==> src/hw/rtl/a85le_pkg.sv <==
// Shared types and constants for the ASCII85 line encoder.
package a85le_pkg;

	localparam logic [7:0] GPL_RESET = 8'd24;
	localparam int QUEUE_DEPTH_DEF = 4;

	// Character slots that one queued command may expand into, in output order.
	localparam int NSLOT = 10;
	localparam logic [3:0] SLOT_SPACE = 4'd0;
	localparam logic [3:0] SLOT_D0 = 4'd1;
	localparam logic [3:0] SLOT_D1 = 4'd2;
	localparam logic [3:0] SLOT_D2 = 4'd3;
	localparam logic [3:0] SLOT_D3 = 4'd4;
	localparam logic [3:0] SLOT_D4 = 4'd5;
	localparam logic [3:0] SLOT_NL = 4'd6;
	localparam logic [3:0] SLOT_TILDE = 4'd7;
	localparam logic [3:0] SLOT_GT = 4'd8;
	localparam logic [3:0] SLOT_END = 4'd9;

	// floor(v / 85) == (v * RECIP_85) >> RECIP_SHIFT for every 32-bit v
	localparam logic [31:0] RECIP_85 = 32'hC0C0_C0C1;
	localparam int RECIP_SHIFT = 38;

	localparam logic [7:0] CH_BANG = 8'h21;
	localparam logic [7:0] CH_Z = 8'h7A;
	localparam logic [7:0] CH_SP = 8'h20;
	localparam logic [7:0] CH_NL = 8'h0A;
	localparam logic [7:0] CH_TILDE = 8'h7E;
	localparam logic [7:0] CH_GT = 8'h3E;

	// digit values of '%' and '!'
	localparam logic [6:0] DIG_PCT = 7'd4;
	localparam logic [6:0] DIG_BANG = 7'd0;

	typedef logic [6:0] digit_t;

	typedef struct packed {
		logic [NSLOT-1:0] mask;     // slots to emit
		logic             is_z;     // first digit slot carries 'z'
		digit_t [4:0]     digits;   // digits[0] most significant
	} cmd_t;

	typedef enum logic [1:0] {
		F_IDLE,
		F_CONV,
		F_PUSH
	} front_state_t;

endpackage

==> src/hw/rtl/a85le_queue.sv <==
// Small register queue of character commands between front and back.
module a85le_queue
	import a85le_pkg::*;
#(
	parameter int DEPTH = QUEUE_DEPTH_DEF
) (
	input  logic clk,
	input  logic arst_n,
	input  logic push,
	input  cmd_t push_cmd,
	output logic full,
	input  logic pop,
	output cmd_t head,
	output logic empty
);

	localparam int PW = (DEPTH > 1) ? $clog2(DEPTH) : 1;
	localparam int CW = $clog2(DEPTH + 1);
	localparam logic [PW-1:0] LAST_PTR = PW'(DEPTH - 1);

	cmd_t mem_q [DEPTH];
	logic [PW-1:0] wr_ptr_q;
	logic [PW-1:0] rd_ptr_q;
	logic [CW-1:0] cnt_q;

	assign full = (cnt_q == CW'(DEPTH));
	assign empty = (cnt_q == '0);
	assign head = mem_q[rd_ptr_q];

	always_ff @(posedge clk or negedge arst_n) begin
		if (!arst_n) begin
			wr_ptr_q <= '0;
			rd_ptr_q <= '0;
			cnt_q <= '0;
		end else begin
			if (push)
				wr_ptr_q <= (wr_ptr_q == LAST_PTR) ? '0 : wr_ptr_q + PW'(1);
			if (pop)
				rd_ptr_q <= (rd_ptr_q == LAST_PTR) ? '0 : rd_ptr_q + PW'(1);
			if (push && !pop)
				cnt_q <= cnt_q + CW'(1);
			else if (pop && !push)
				cnt_q <= cnt_q - CW'(1);
		end
	end

	always_ff @(posedge clk) begin
		if (push)
			mem_q[wr_ptr_q] <= push_cmd;
	end

endmodule

==> config.mk <==
export PLATFORM = sky130hd
export DESIGN_NAME = a85le_queue
export DESIGN_NICKNAME = d
export VERILOG_FILES = /design/src/hw/rtl/a85le_pkg.sv /design/src/hw/rtl/a85le_queue.sv
export SDC_FILE = /design/constraint.sdc
export NUM_CORES = 1
export LEC_CHECK = 0
export BUFFER_PORTS_ARGS = -buffer_cell sky130_fd_sc_hd__clkbuf_2
export CAP_MARGIN = 20
export CORE_MARGIN = 2
export CORE_UTILIZATION = 61
export DETAILED_ROUTE_END_ITERATION = 12
export MAX_ROUTING_LAYER = met4
export PLACE_DENSITY_LB_ADDON = 0.12
export SLEW_MARGIN = 20
export SYNTH_ARGS = -nofsm -noshare
export SYNTH_HDL_FRONTEND = slang
export SYNTH_SLANG_ARGS = --single-unit
==> constraint.sdc <==
create_clock -name clk -period 3.5 [get_ports clk]
set_input_delay 0.7 -clock clk [delete_from_list [all_inputs] [get_ports clk]]
set_output_delay 0.7 -clock clk [all_outputs]
set_load 0.02 [all_outputs]
### Word level (Yosys, flattened, before mapping)

Memories as Yosys holds them, arrays and structs flattened.
Cells that the tools add are included.

* $add $sub $neg: 4
* equality and inequality tests: 3
* muxes and demuxes: 6
* reductions and logical operators: 6

Operators with widths (number)
* 2-to-1 mux 3 bit: 2
* adder 2 x 1 -> 2 bit (second input constant): 2
* equality test 2 bit (second input constant): 2
* 2-to-1 mux 2 bit: 2
* adder 3 x 1 -> 3 bit (second input constant): 1
* equality test 3 bit (second input constant): 1
* logical NOT 3 bit: 1
* subtractor 3 x 1 -> 3 bit (second input constant): 1
* logical AND 1 bit: 2
* logical NOT 1 bit: 2
* 2-to-1 mux 1 bit: 2
* nonzero test 2 bit: 1

* register bits after elaboration: 7
* bits in writable memories: 184
* input bits: 50
* output and inout port bits: 48
* logic and storage cells: 23
* memories kept: 1

Memory list
* mem_q: words 4, bits a word 46, read ports 1, clocked after Yosys merged registers in 0, wr ports 1, line a85le_queue.sv:21 `cmd_t mem_q [DEPTH];`

### Longest topological paths before layout

* word-level depth: 4
* depth in mapped cells: 7
* gate-level depth less buffers: 7

### Least setup slack after synthesis

No wires, ideal clock.

* kind: input port to flip-flop
* from: input push
* to: memory mem_q[0][0] (netlist name) (enable)
* setup time: 0.408 ns
* data arrival time: 1.805 ns
* data required time: 3.092 ns
* setup slack: 1.287 ns
* cell stages on the path: 1
* buffers on the path: 0
* cells stage by stage: and2_1

* cells in the longest elaborated chain, start to end: 2

RTL lines
* start: declaration: line a85le_queue.sv:9 `input logic push,`
* 2-to-1 mux 1 bit: line a85le_queue.sv:48 `if (push)`
* 2-to-1 mux 1 bit (implied by the code): line a85le_queue.sv:49 `mem_q[wr_ptr_q] <= push_cmd;`
* end: declaration: line a85le_queue.sv:21

No other way between the ends.

==> reports/results.ini <==
[power]
p_leak_nw=2.91
powerDensity_nw_per_um2=851
peakVddDrop_mv=0.509

[die]
design.die.area_sq_um=12400
die_y_um=111
initial_utilization_pct=62.2
core.rowCount=39
num_io_pins=98
die_w_um=111
core_region_area_sq_um=11300

[routing]
vias_per_cell=5.70
drcViolationCount=0
post_drt_wl_per_cell_um=20.8
wirelength_um=11400
dr.first_iter.drc_count=244
vias=3106
dr.pass1.iters=4
ant_nets=0

[critical_path]
cp.required_ps=2800
path_class=reg2out
critPathMaxFanout=47
end_kind=output port
crit_path_start_kind=register
cp_data_arrival_time_ps=2280

[final_layout]
final_cells=545
area.growth.synth_to_final_pct=18.3
layout.nets=446
diodes=0
final_util_pct=73.6
drive_gt1_share_pct=46.0

[cts]
clock-sinks=191
cts_setup_buffers=0
clock_path_buffers=2
root_buffer=clkbuf_16
insertion_delay_ps=420
path_clk_slew_ps=60
cts_tree=done
cts_resized=0
h-tree-depth=4
cts_buffers=17
holdBufCountCts=0

[flow_run]
cap_violations=0

[synthesis]
syn_area_sq_um=7050
synth-seq-cells=191
yosysWarnings=0
synth_async_sr_flop_share_pct=3.66
yosysSeqAreaShare_pct=80.9
synth_nets=334
synth_cells=277
ys_types=19
synth_edf_count=184
syn_avg_cell_area_sq_um=25.4
synthFlopType=edfxtp_1

[sta]
final.min_clock_period_ps=2980
tightest_slew_ps=918
holdWs_ps=117
final.setup.tns_ps=0
fmax_ghz=0.335
fin_crit_sh_pct=85.2
slew_violations=0
hold_violations=0
rsz0062_at_grt=no
setup_violations=0
maxSlewHeadroom_pct=38.8
skew_ps=6.49

[global_routing]
grt_use_total_pct=20.5
grt_pass1_wl_um=17900
grt_max_degree=48
grt_pass1_vias=3343
antenna_found_initial=0
grt_overflow_total=0

[placed_design]
placedCellCount=513
dp_hpwl_um=6850
port_buffers=97
place_congestion=0.714

[status]
outcome=finished, final reports clean

[worst_hold_path]
hp-class=in2async

## cell families after synthesis
family / after synthesis / share of synthesized area [%]
multiplexers: 49 / 15.2
adder cells (fa/ha/maj): 7 / 1.35
buffers and inverters: 14 / 1.24
XOR/XNOR: 3 / 0.373
AO/OA/AOI/OAI: 2 / 0.142
flip-flops: 191 / 80.9
AND/OR/NAND/NOR: 11 / 0.799
## synthesized netlist by cell type, types with 2 or more instances
library cell	instances	share of area (%)
ha_1	6	1.1
nor2_1	3	0.16
xor2_1	2	0.25
dfrtp_1	7	2.5
and2_1	4	0.36
mux2_2	3	0.48
nand2_1	2	0.11
mux4_2	46	15
inv_1	4	0.21
buf_6	3	0.48
o21ai_0	2	0.14
edfxtp_1	184	78
buf_4	2	0.21
buf_2	4	0.28
## stage by stage
step           power, W  setup WS [ps]  cell area [sq um]
3_3_place_gp    0.00527            882               7750
2_1_floorplan   0.00465           1290               7050
3_5_place_dp    0.00530            906               7750
4_1_cts         0.00718            448               8340
6_report        0.00710            517               8340
5_1_grt         0.00742            342               8340
## path summary, 6_finish.rpt
check / startpoint / endpoint / slack [ps] / depth (start not counted)
max: rd_ptr_q[0] / head[34] / 520 / 2
min: arst_n / cnt_q[0] / 120 / 1
max reg2reg: rd_ptr_q[0] / rd_ptr_q[1] / 1620 / 3
min reg2reg: cnt_q[2] / cnt_q[2] / 480 / 1
max in group asynchronous: arst_n / rd_ptr_q[0] / 3190 / 1
min in group clk: cnt_q[2] / cnt_q[2] / 480 / 1
## critical path: stages (launching register included)
cell      delay (ps)
dfrtp_4         1020
mux4_2           630
clkbuf_2         180
## flip-flops by register name (all words and copies together), names as in the netlist
name / flops
mem_q: 184
rd_ptr_q: 2
wr_ptr_q: 2
cnt_q: 3
## report_power, final
group / total [W] / internal, W / switching, W
Combinational: 0.00197 / 0.000906 / 0.00106
Clock: 0.00188 / 0.00112 / 0.000761
Sequential: 0.00325 / 0.00294 / 0.000311
Total: 0.00710 / 0.00496 / 0.00214
## cells in the final DEF (no fill, tap or decap), drive strengths merged, types with 2 or more instances in the layout
master / count
clkinvlp: 3
dfrtp: 7
ha: 6
buf: 6
inv: 5
clkbuf: 118
edfxtp: 184
o21ai: 2
and2: 4
clkinv: 4
bufinv: 3
mux2: 3
nand2: 2
nor2: 3
xor2: 2
mux4: 46
## final cells by class
| type | count | area (sq um) |
|---|---|---|
| repair buffers | 103 | 593 |
| inverters | 4 | 15.0 |
| well taps | 143 | 179 |
| multi-input cells | 72 | 1260 |
| clock buffers | 21 | 440 |
| fillers | 666 | 2990 |
| flip-flops and latches | 191 | 5710 |
| clock inverters | 11 | 140 |
## metal layers
| layer | vias to the layer above | track usage (%) | share of wire [%] |
|---|---|---|---|
| met5 | - | - | 0 |
| met4 | 0 | 7.82 | 1.4 |
| met3 | 11 | 6.53 | 6.0 |
| met2 | 95 | 31.0 | 50 |
| met1 | 1594 | 26.7 | 43 |
| li1 | 1406 | - | - |
(Power assumes the default switching activity.)
