===== config.mk =====
export PLATFORM = sky130hd
export DESIGN_NAME = a85le_back
export DESIGN_NICKNAME = d
export VERILOG_FILES = /design/src/hw/rtl/a85le_pkg.sv /design/src/hw/rtl/a85le_back.sv
export SDC_FILE = /design/constraint.sdc
export NUM_CORES = 1
export LEC_CHECK = 0
export BUFFER_PORTS_ARGS = -buffer_cell sky130_fd_sc_hd__buf_2
export CORE_UTILIZATION = 50
export CTS_CLUSTER_DIAMETER = 60
export CTS_CLUSTER_SIZE = 25
export DETAILED_ROUTE_END_ITERATION = 10
export PLACE_DENSITY = 0.76
export SETUP_SLACK_MARGIN = 0.15
export SYNTH_ARGS = -nofsm -noshare
export SYNTH_HDL_FRONTEND = slang
export SYNTH_SLANG_ARGS = --single-unit
export TNS_END_PERCENT = 50

===== constraint.sdc =====
create_clock -name clk -period 3.1 [get_ports clk]
set_clock_uncertainty 0.2 [all_clocks]
set_input_delay 0.62 -clock clk [delete_from_list [all_inputs] [get_ports clk]]
set_output_delay 0.62 -clock clk [all_outputs]
set_load 0.01 [all_outputs]

===== src/hw/rtl/a85le_pkg.sv =====
// Shared types and constants for the ASCII85 line encoder.
package a85le_pkg;

	localparam logic [7:0] GPL_RESET = 8'd24;
	localparam int QUEUE_DEPTH_DEF = 4;

	// Character slots that one queued command may expand into, in output order.
	localparam int NSLOT = 10;
	localparam logic [3:0] SLOT_SPACE = 4'd0;
	localparam logic [3:0] SLOT_D0 = 4'd1;
	localparam logic [3:0] SLOT_D1 = 4'd2;
	localparam logic [3:0] SLOT_D2 = 4'd3;
	localparam logic [3:0] SLOT_D3 = 4'd4;
	localparam logic [3:0] SLOT_D4 = 4'd5;
	localparam logic [3:0] SLOT_NL = 4'd6;
	localparam logic [3:0] SLOT_TILDE = 4'd7;
	localparam logic [3:0] SLOT_GT = 4'd8;
	localparam logic [3:0] SLOT_END = 4'd9;

	// floor(v / 85) == (v * RECIP_85) >> RECIP_SHIFT for every 32-bit v
	localparam logic [31:0] RECIP_85 = 32'hC0C0_C0C1;
	localparam int RECIP_SHIFT = 38;

	localparam logic [7:0] CH_BANG = 8'h21;
	localparam logic [7:0] CH_Z = 8'h7A;
	localparam logic [7:0] CH_SP = 8'h20;
	localparam logic [7:0] CH_NL = 8'h0A;
	localparam logic [7:0] CH_TILDE = 8'h7E;
	localparam logic [7:0] CH_GT = 8'h3E;

	// digit values of '%' and '!'
	localparam logic [6:0] DIG_PCT = 7'd4;
	localparam logic [6:0] DIG_BANG = 7'd0;

	typedef logic [6:0] digit_t;

	typedef struct packed {
		logic [NSLOT-1:0] mask;     // slots to emit
		logic             is_z;     // first digit slot carries 'z'
		digit_t [4:0]     digits;   // digits[0] most significant
	} cmd_t;

	typedef enum logic [1:0] {
		F_IDLE,
		F_CONV,
		F_PUSH
	} front_state_t;

endpackage


===== src/hw/rtl/a85le_back.sv =====
// Back end: queued commands become output-register characters, one per cycle unless stalled.
module a85le_back
	import a85le_pkg::*;
(
	input  logic        clk,
	input  logic        arst_n,
	input  cmd_t        head,
	input  logic        empty,
	output logic        pop,
	output logic        out_valid,
	input  logic        out_ready,
	output logic [7:0]  out_char,
	output logic        out_last,
	output logic [31:0] out_total
);

	logic [NSLOT-1:0] done_q;
	logic [31:0]      cnt_q;
	logic             valid_q;
	logic [7:0]       char_q;
	logic             last_q;
	logic [31:0]      total_q;

	logic [NSLOT-1:0] rem;
	logic [3:0]       slot;
	logic             only_one;
	logic             load;
	logic [7:0]       ch;
	logic             is_end;

	assign rem = head.mask & ~done_q;
	assign only_one = ((rem & (rem - NSLOT'(1))) == '0);
	assign load = !empty && (!valid_q || out_ready);
	assign pop = load && only_one;
	assign is_end = (slot == SLOT_END);

	// lowest pending slot
	always_comb begin
		slot = SLOT_END;
		for (int i = NSLOT - 1; i >= 0; i--) begin
			if (rem[i])
				slot = 4'(i);
		end
	end

	always_comb begin
		case (slot)
			SLOT_SPACE: ch = CH_SP;
			SLOT_D0:    ch = head.is_z ? CH_Z : {1'b0, head.digits[0]} + CH_BANG;
			SLOT_D1:    ch = {1'b0, head.digits[1]} + CH_BANG;
			SLOT_D2:    ch = {1'b0, head.digits[2]} + CH_BANG;
			SLOT_D3:    ch = {1'b0, head.digits[3]} + CH_BANG;
			SLOT_D4:    ch = {1'b0, head.digits[4]} + CH_BANG;
			SLOT_NL:    ch = CH_NL;
			SLOT_TILDE: ch = CH_TILDE;
			SLOT_GT:    ch = CH_GT;
			SLOT_END:   ch = CH_NL;
			default:    ch = CH_NL;
		endcase
	end

	always_ff @(posedge clk or negedge arst_n) begin
		if (!arst_n) begin
			done_q <= '0;
			cnt_q <= '0;
			valid_q <= 1'b0;
		end else begin
			if (load) begin
				valid_q <= 1'b1;
				done_q <= pop ? '0 : (done_q | (NSLOT'(1) << slot));
				cnt_q <= is_end ? 32'd0 : cnt_q + 32'd1;
			end else if (out_ready) begin
				valid_q <= 1'b0;
			end
		end
	end

	always_ff @(posedge clk) begin
		if (load) begin
			char_q <= ch;
			last_q <= is_end;
			total_q <= is_end ? cnt_q + 32'd1 : 32'd0;
		end
	end

	assign out_valid = valid_q;
	assign out_char = char_q;
	assign out_last = last_q;
	assign out_total = total_q;

endmodule


# After elaboration in Yosys (flattened, before gate mapping)
# Index checks and enable logic that the tools add are counted.
# totals
ff_bits	84
input_bits	50
out_inout_bits	43
# classes
n_addsub	7
eq_ne	8
shift	1
muxes	15
n_bitwise	4
n_reduce_logical	8
# ops
op	count
one-hot mux 8 bit (8 select lines)	1
adder 7 x 6 -> 8 bit (second input constant)	5
adder 32 x 1 -> 32 bit (second input constant)	1
2-to-1 mux 32 bit	1
2-to-1 mux 4 bit	8
AND 10 bit	2
equality test 4 x 3 -> 1 bit (second input constant)	3
zero test 10 bit	1
2-to-1 mux 10 bit	1
NOT 10 bit	1
bitwise OR 10 bit	1
left shift 1 x 4 -> 10 bit (first input constant)	1
subtractor 10 x 1 -> 10 bit (second input constant)	1
equality test 4 x 2 -> 1 bit (second input constant)	2
equality test 4 bit (second input constant)	2
2-to-1 mux 8 bit	1
equality test 4 x 1 -> 1 bit (second input constant)	1
zero test 4 bit	1
2-to-1 mux 1 bit	3
logical AND 1 bit	2
zero test 1 bit	2
nonzero test 2 bit	1
logical OR 1 bit	1

# Logic depth before layout (Yosys ltp)
# Gate-level depths: netlist of the first run.
# depth
ltp_word	14
depth_mapped	10
mapped_depth_nobuf	9

# Least setup slack after synthesis of the first run
# No wires, ideal clock.
# synth_timing
path_type	in2reg
from	input port out_ready
to	register cnt_q[21]
setup_ns	0.128
t_arrival_ns	2.835
t_required_ns	2.772
slack_ns	-0.063
cell_stages	8
n_path_buf	2
cell_sequence	nand2b_1 nand2b_1 clkbuf_1 inv_2 clkbuf_1 o21ai_0 nand2_1 o31ai_1
# synth_between
elab_chain_cells	2
# synth_rtl
item	line_no	source
start: declaration	a85le_back.sv:11	input logic out_ready,
logical OR 1 bit	a85le_back.sv:33	assign load = !empty && (!valid_q || out_ready);
logical AND 1 bit	a85le_back.sv:33	
named net load	a85le_back.sv:27	logic load;
end signal: assignment	a85le_back.sv:71	cnt_q <= is_end ? 32'd0 : cnt_q + 32'd1;
end: declaration	a85le_back.sv:18	logic [31:0] cnt_q;
# The timed path passes the listed nets, and every way through them passes these cells.
# A chain may end at the register's enable or synchronous reset.

# Final worst setup path of the first run
# layout_timing
from	register done_q[4]
to	output port pop
# layout_between
elab_chain_cells	6
# layout_rtl
item	line_no	source
start: declaration	a85le_back.sv:17	logic [NSLOT-1:0] done_q;
start signal: assignment	a85le_back.sv:70	done_q <= pop ? '0 : (done_q | (NSLOT'(1) << slot));
NOT 10 bit (*)	a85le_back.sv:31	assign rem = head.mask & ~done_q;
AND 10 bit (*)	a85le_back.sv:31	
subtractor 10 x 1 -> 10 bit	a85le_back.sv:32	assign only_one = ((rem & (rem - NSLOT'(1))) == '0);
AND 10 bit (*)	a85le_back.sv:32	
zero test 10 bit (*)	a85le_back.sv:32	
logical AND 1 bit (*)	a85le_back.sv:34	assign pop = load && only_one;
end: declaration	a85le_back.sv:9	output logic pop,
# Every way passes the cells marked *; elsewhere a longest branch is shown, timed or not.

==> run_results.csv, run 1 <==
group,metric,value,unit
timing,min_period,2980,ps
global_route,antenna_found_initial,0,
setup_path,critPathMaxStageDelay,390,ps
die,placementRows,35,
setup_path,cp.arrival,2160,ps
global_route,grt_pass1_vias,3926,
clock_tree,cts_made_buffers,9,
clock_tree,insertion_delay,360,ps
setup_path,slowest_stage,"dfrtp_1",
cells_and_area,final_area,0.00557,sq mm
global_route,grt_max_degree,68,
yosys,synth_top_area_share,26.2,%
yosys,yosysMostFrequentCell,"nor2_1",
yosys,synth_area_leaders,"edfxtp_1, dfrtp_1, o21ai_0",
setup_path,crit_type,"reg2out",
yosys,mappedNetlistNets,546,
status,outcome,"complete, no violations",
timing,rsz0062_at_grt,"yes",
place,numPortBuffers,92,
place,dp_cells,696,
job,drv_cap,0,
clock_tree,clkSlewWorstSetupHoldPaths,80,ps
die,core,0.00920,sq mm
yosys,yosysUniqueCellTypes,62,
clock_tree,cts.sinks,84,
die,ios,93,
yosys,synth_top_area_cell,"edfxtp_1",
setup_path,path_cells,"and2b_4 -> nor4_4 -> nand2_2 -> nor2_2 -> a21oi_1 -> a2111oi_4 -> buf_2",
yosys,synth_flop_cell,"dfrtp_1",
detailed_routing,vias,4038,
timing,max_slew_margin,46.1,%
yosys,syn_area,0.00470,sq mm
timing,tightest_slew,808,ps
worst_hold_path,min_from,"empty",
setup_path,critical_path.endpoint_type,"output port",
yosys,synth_warnings,0,
global_route,gr-usage-all-layers,23.8,%
cells_and_area,drive_gt1_share,26.3,%
pwr,finalPower,0.00384,W
setup_path,worst_ep_required_time,2280,ps
die,dieHeight,99.0,um
yosys,synth-seq-cells,84,
place,hpwl,7790,um
setup_path,cp-start-kind,"register",
die,die_x,99.0,um
pwr,power.leakage,2.22,nW
setup_path,crit_start,"done_q[4]$_DFFE_PN0P_",
detailed_routing,vias_per_cell,5.64,
detailed_routing,drc,0,
cells_and_area,stdcell_count,716,
place,gp_congestion,0.894,
yosys,yosysSeqAreaShare,49.1,%
place,placed_cell_area,0.00535,sq mm
detailed_routing,first_pass_iters,6,
timing,hold_viol_final,0,
setup_path,r2r_start,"done_q[3]$_DFFE_PN0P_",
clock_tree,cts_max_path_buffers,2,
cells_and_area,diodes,0,
detailed_routing,ant_nets,0,
cells_and_area,syn2layout_area_growth,18.5,%
yosys,async_flop_share,51.2,%
timing,drv_slew,0,
yosys,yosys-top-cells-count,"nor2_1, nand2_1, o21ai_0",
cells_and_area,final_nets,653,
clock_tree,root_buffer,"clkbuf_8",
clock_tree,cts.htree.levels,3,
die,start_util,51.1,%
worst_hold_path,hp-class,"in2reg",
timing,finalCritPeriodShare,96.0,%
yosys,syn_avg_cell_area,9.54,sq um
global_route,grt_pass1_wl,18500,um
pwr,power_density,689,mW/mm^2
detailed_routing,routed_wl,11000,um
timing,fin_tns_setup,0,ps
pwr,ir_drop,0.000382,V
yosys,synth_edf_count,41,
clock_tree,cts_tree,"yes",
die,die-area,0.00980,sq mm
timing,max_clock_freq,336,MHz
detailed_routing,routedWlPerCell,15.3,um
timing,setup_viol,0,
global_route,grt-ovfl-total,0,
yosys,synthCells,493,
setup_path,worstPathMaxFanout,5,
detailed_routing,drt_iter0_drc,235,
## flip-flops by register name (all words and copies together), names as in the netlist
register,cells
cnt_q,32
out_last,1
out_char,8
out_valid,1
out_total,32
done_q,10
## critical path: cells and delay by family, from the launching register on
| kind | cells | cell delay, ps |
|---|---|---|
| simple gates | 4 | 780 |
| buf+inv | 1 | 190 |
| compound gates | 2 | 440 |
| flops | 1 | 390 |
## cells by family after synthesis
family          after synthesis  synth area share (%)
xor+xnor                     37                  6.89
flops                        84                  49.1
fa+ha+maj                     3                 0.798
compound gates              134                  17.9
buf+inv                      26                  2.82
simple gates                208                  22.3
mux                           1                 0.213
## metal layers
metal	global-route usage, %	routed length [um]
met5	0	0
met4	7.23	165
met3	5.11	533
met2	38.1	4960
met1	32.6	5310
## cell type report
type | instances | area [sq um]
Fill cell | 815 | 3620
Sequential cell | 84 | 2310
Multi-Input combinational cell | 383 | 2280
Timing Repair Buffer | 118 | 658
Tap cell | 111 | 139
Clock buffer | 10 | 128
Clock inverter | 6 | 48.8
Inverter | 4 | 15.0
## worst paths after layout
path	to	slack, ps	cells after the start
setup / recovery	pop	120	7
hold / removal	out_valid$_DFFE_PN0P_	230	2
setup reg to reg	out_char[4]$_DFFE_PP_	300	9
hold reg to reg	done_q[9]$_DFFE_PN0P_	290	2
max in group asynchronous	cnt_q[2]$_DFFE_PN0P_	1700	3
min in group asynchronous	done_q[1]$_DFFE_PN0P_	440	2
## power breakdown
group / switching, W / internal (W)
combinational: 0.000817 / 0.000600
clock: 0.000427 / 0.000298
sequential: 0.000248 / 0.00145
## metrics by stage
stage	utilization [%]	hold WS, ps	setup slack, ps
2_1_floorplan	-	124	182
3_3_place_gp	58.2	272	80.3
3_5_place_dp	58.2	274	60.9
4_1_cts	60.5	219	164
5_1_grt	60.6	221	30.0
6_report	60.6	230	125
## cells in the final DEF (no fill, tap or decap), types with 14 or more instances in the layout
cell / instances
nor2_1: 66
edfxtp_1: 41
o31ai_1: 14
nand3_1: 15
o21ai_0: 51
xor2_1: 16
xnor2_1: 21
a21oi_1: 27
buf_4: 25
dfrtp_1: 43
nand2_1: 62
buf_2: 92
## what timing repair did
action | 4_1_cts | 5_1_grt
setup buffers | 2 | 1
hold buffers | 1 | 0
endpoints found under the hold margin | 7 | 0
resized for setup | 1 | 1
pin swaps | 3 | 2
setup endpoints to repair | 1 | 2
(Power assumes the default switching activity.)
==> run 2, diff against run 1 <==
--- a/config.mk
+++ b/config.mk
@@ -5,12 +5,15 @@
 export SDC_FILE = /design/constraint.sdc
 export NUM_CORES = 1
 export LEC_CHECK = 0
-export BUFFER_PORTS_ARGS = -buffer_cell sky130_fd_sc_hd__buf_2
-export CORE_UTILIZATION = 50
+export CAP_MARGIN = 20
+export CELL_PAD_IN_SITES_DETAIL_PLACEMENT = 0
+export CELL_PAD_IN_SITES_GLOBAL_PLACEMENT = 1
+export CORE_UTILIZATION = 44
 export CTS_CLUSTER_DIAMETER = 60
 export CTS_CLUSTER_SIZE = 25
 export DETAILED_ROUTE_END_ITERATION = 10
-export PLACE_DENSITY = 0.76
+export DONT_BUFFER_PORTS = 1
+export PLACE_DENSITY_LB_ADDON = 0.1
 export SETUP_SLACK_MARGIN = 0.15
 export SYNTH_ARGS = -nofsm -noshare
 export SYNTH_HDL_FRONTEND = slang
==> run 2 against run 1 <==
  * Routed wire length is 1.8% higher
  * Global-route usage decreased by 2.7 points
  * Via count fell by 8.2%
  * Largest power group unchanged
  * Highest routed layer unchanged
==> run_results.csv, run 2 (synthesis gave the netlist of run 1 again) <==
group,metric,value,unit
status,outcome,"complete, no violations",
global_route,grt-ovfl-total,0,
die,dieHeight,105,um
detailed_routing,routed_wl,11200,um
clock_tree,insertion_delay,350,ps
clock_tree,clkSlewWorstSetupHoldPaths,80,ps
setup_path,crit_type,"reg2out",
global_route,grt_pass1_vias,3563,
cells_and_area,final_nets,559,
timing,tightest_slew,721,ps
cells_and_area,drive_gt1_share,13.1,%
setup_path,cp-start-kind,"register",
detailed_routing,vias_per_cell,5.73,
detailed_routing,first_pass_iters,5,
setup_path,critPathTopFamily,"simple AND/OR/NAND/NOR gates",
timing,max_slew_margin,51.9,%
worst_hold_path,whs_path_depth,1,
setup_path,path_cells,"and2b_4 -> nor4_4 -> nand2_2 -> nor2_2 -> a21oi_1 -> a2111oi_4 -> buf_4",
clock_tree,cts.htree.levels,3,
die,die-area,0.0111,sq mm
timing,fin_tns_setup,0,ps
setup_path,reg2regPathDepth,9,
pwr,power.leakage,1.86,nW
global_route,gr-usage-all-layers,21.1,%
timing,min_period,2950,ps
cells_and_area,post-route-util,50.3,%
clock_tree,cts_max_path_buffers,2,
cells_and_area,stdcell_count,647,
clock_tree,cts.sinks,84,
detailed_routing,vias,3707,
worst_hold_path,min_from,"empty",
place,numPortBuffers,0,
detailed_routing,drc,0,
setup_path,worst_ep_required_time,2280,ps
place,gp_congestion,0.858,
cells_and_area,final_cell_mix,"nor2_1, nand2_1, o21ai_0, dfrtp_1, edfxtp_1",
place,place_ws,24.6,ps
detailed_routing,drt_iter0_drc,214,
detailed_routing,ant_nets,0,
timing,finalCritPeriodShare,95.1,%
setup_path,cp.arrival,2130,ps
cells_and_area,syn2layout_area_growth,10.4,%
place,placed_cell_area,0.00487,sq mm
die,start_util,45.6,%
clock_tree,cts_tree,"yes",
die,ios,93,
setup_path,r2r_setup_slack,300,ps
cells_and_area,final_area,0.00519,sq mm
setup_path,critical_path.endpoint_type,"output port",
clock_tree,cts_made_buffers,9,
place,dp_cells,622,
die,placementRows,37,
setup_path,critPathMaxStageDelay,390,ps
setup_path,r2r_end,"out_char[4]$_DFFE_PP_",
cells_and_area,layout_commonest_cell,"nor2_1",
setup_path,path_buf_inv,1,
timing,layout_setup_ws,153,ps
pwr,ir_drop,0.000333,V
worst_hold_path,min_to,"out_valid$_DFFE_PN0P_",
global_route,grt_max_degree,61,
job,drv_cap,0,
die,core,0.0103,sq mm
global_route,grt_pass1_wl,18500,um
cells_and_area,diodes,0,
setup_path,r2r_start,"done_q[3]$_DFFE_PN0P_",
die,die_x,105,um
place,hpwl,7640,um
pwr,power_density,747,mW/mm^2
setup_path,worstPathMaxFanout,4,
timing,rsz0062_at_grt,"yes",
global_route,antenna_found_initial,0,
setup_path,slowest_stage,"a2111oi_4",
timing,max_clock_freq,339,MHz
clock_tree,root_buffer,"clkbuf_8",
detailed_routing,routedWlPerCell,17.3,um
timing,drv_slew,0,
setup_path,crit_start,"done_q[3]$_DFFE_PN0P_",
timing,setup_viol,0,
timing,hold_viol_final,0,
worst_hold_path,hp-class,"in2reg",
==> run 2: changes by cell type in the layout (fill, tap and decap cells not counted), sizes merged <==
cell      before  now
buf          117   23
bufinv         0    2
inv            6    4
clkinv         1    2
clkinvlp       3    2
==> run 2: power breakdown <==
group          leakage (nW)  internal (W)  switching (W)
Combinational         0.803      0.000533       0.000754
Clock                 0.102      0.000454       0.000401
Sequential            0.957       0.00145       0.000286
==> run 2: area by class of cell <==
cell class              instances  area [sq um]
well taps                     136           170
clock buffers                  10           128
inverters                       4          15.0
fillers                       946          5130
flip-flops and latches         84          2310
clock inverters                 6          88.8
multi-input cells             383          2280
repair buffers                 24           203
==> run 2: what timing repair did <==
action / 4_1_cts / 5_1_grt
pin swaps: 3 / 1
endpoints found under the setup margin: 1 / 4
buffers inserted: 6 / 1
resized for setup: 1 / 3
hold endpoints to repair: 43 / 0
hold buffers: 2 / 0
==> run 2: worst max path at each step <==
| stage | endpoint | cells past startpoint |
|---|---|---|
| final | pop | 7 |
| after floorplan | pop | 7 |
| after global routing | pop | 7 |
| after CTS | pop | 7 |
| after global placement | pop | 7 |
| after detailed placement | pop | 7 |
==> run 2: metrics by stage <==
stage                     total power (W)  hold slack [ps]
after floorplan                   0.00264              124
after global routing              0.00414              120
after detailed placement          0.00294              126
after CTS                         0.00389              124
final                             0.00388              140
after global placement            0.00292              126
==> run 2: routing by layer <==
metal,routed length (um),vias to the layer above,track usage (%)
met5,0,-,0
met1,5550,1789,31.9
met2,4960,114,31.2
met4,86,0,5.43
met3,587,8,3.71
li1,-,1796,-
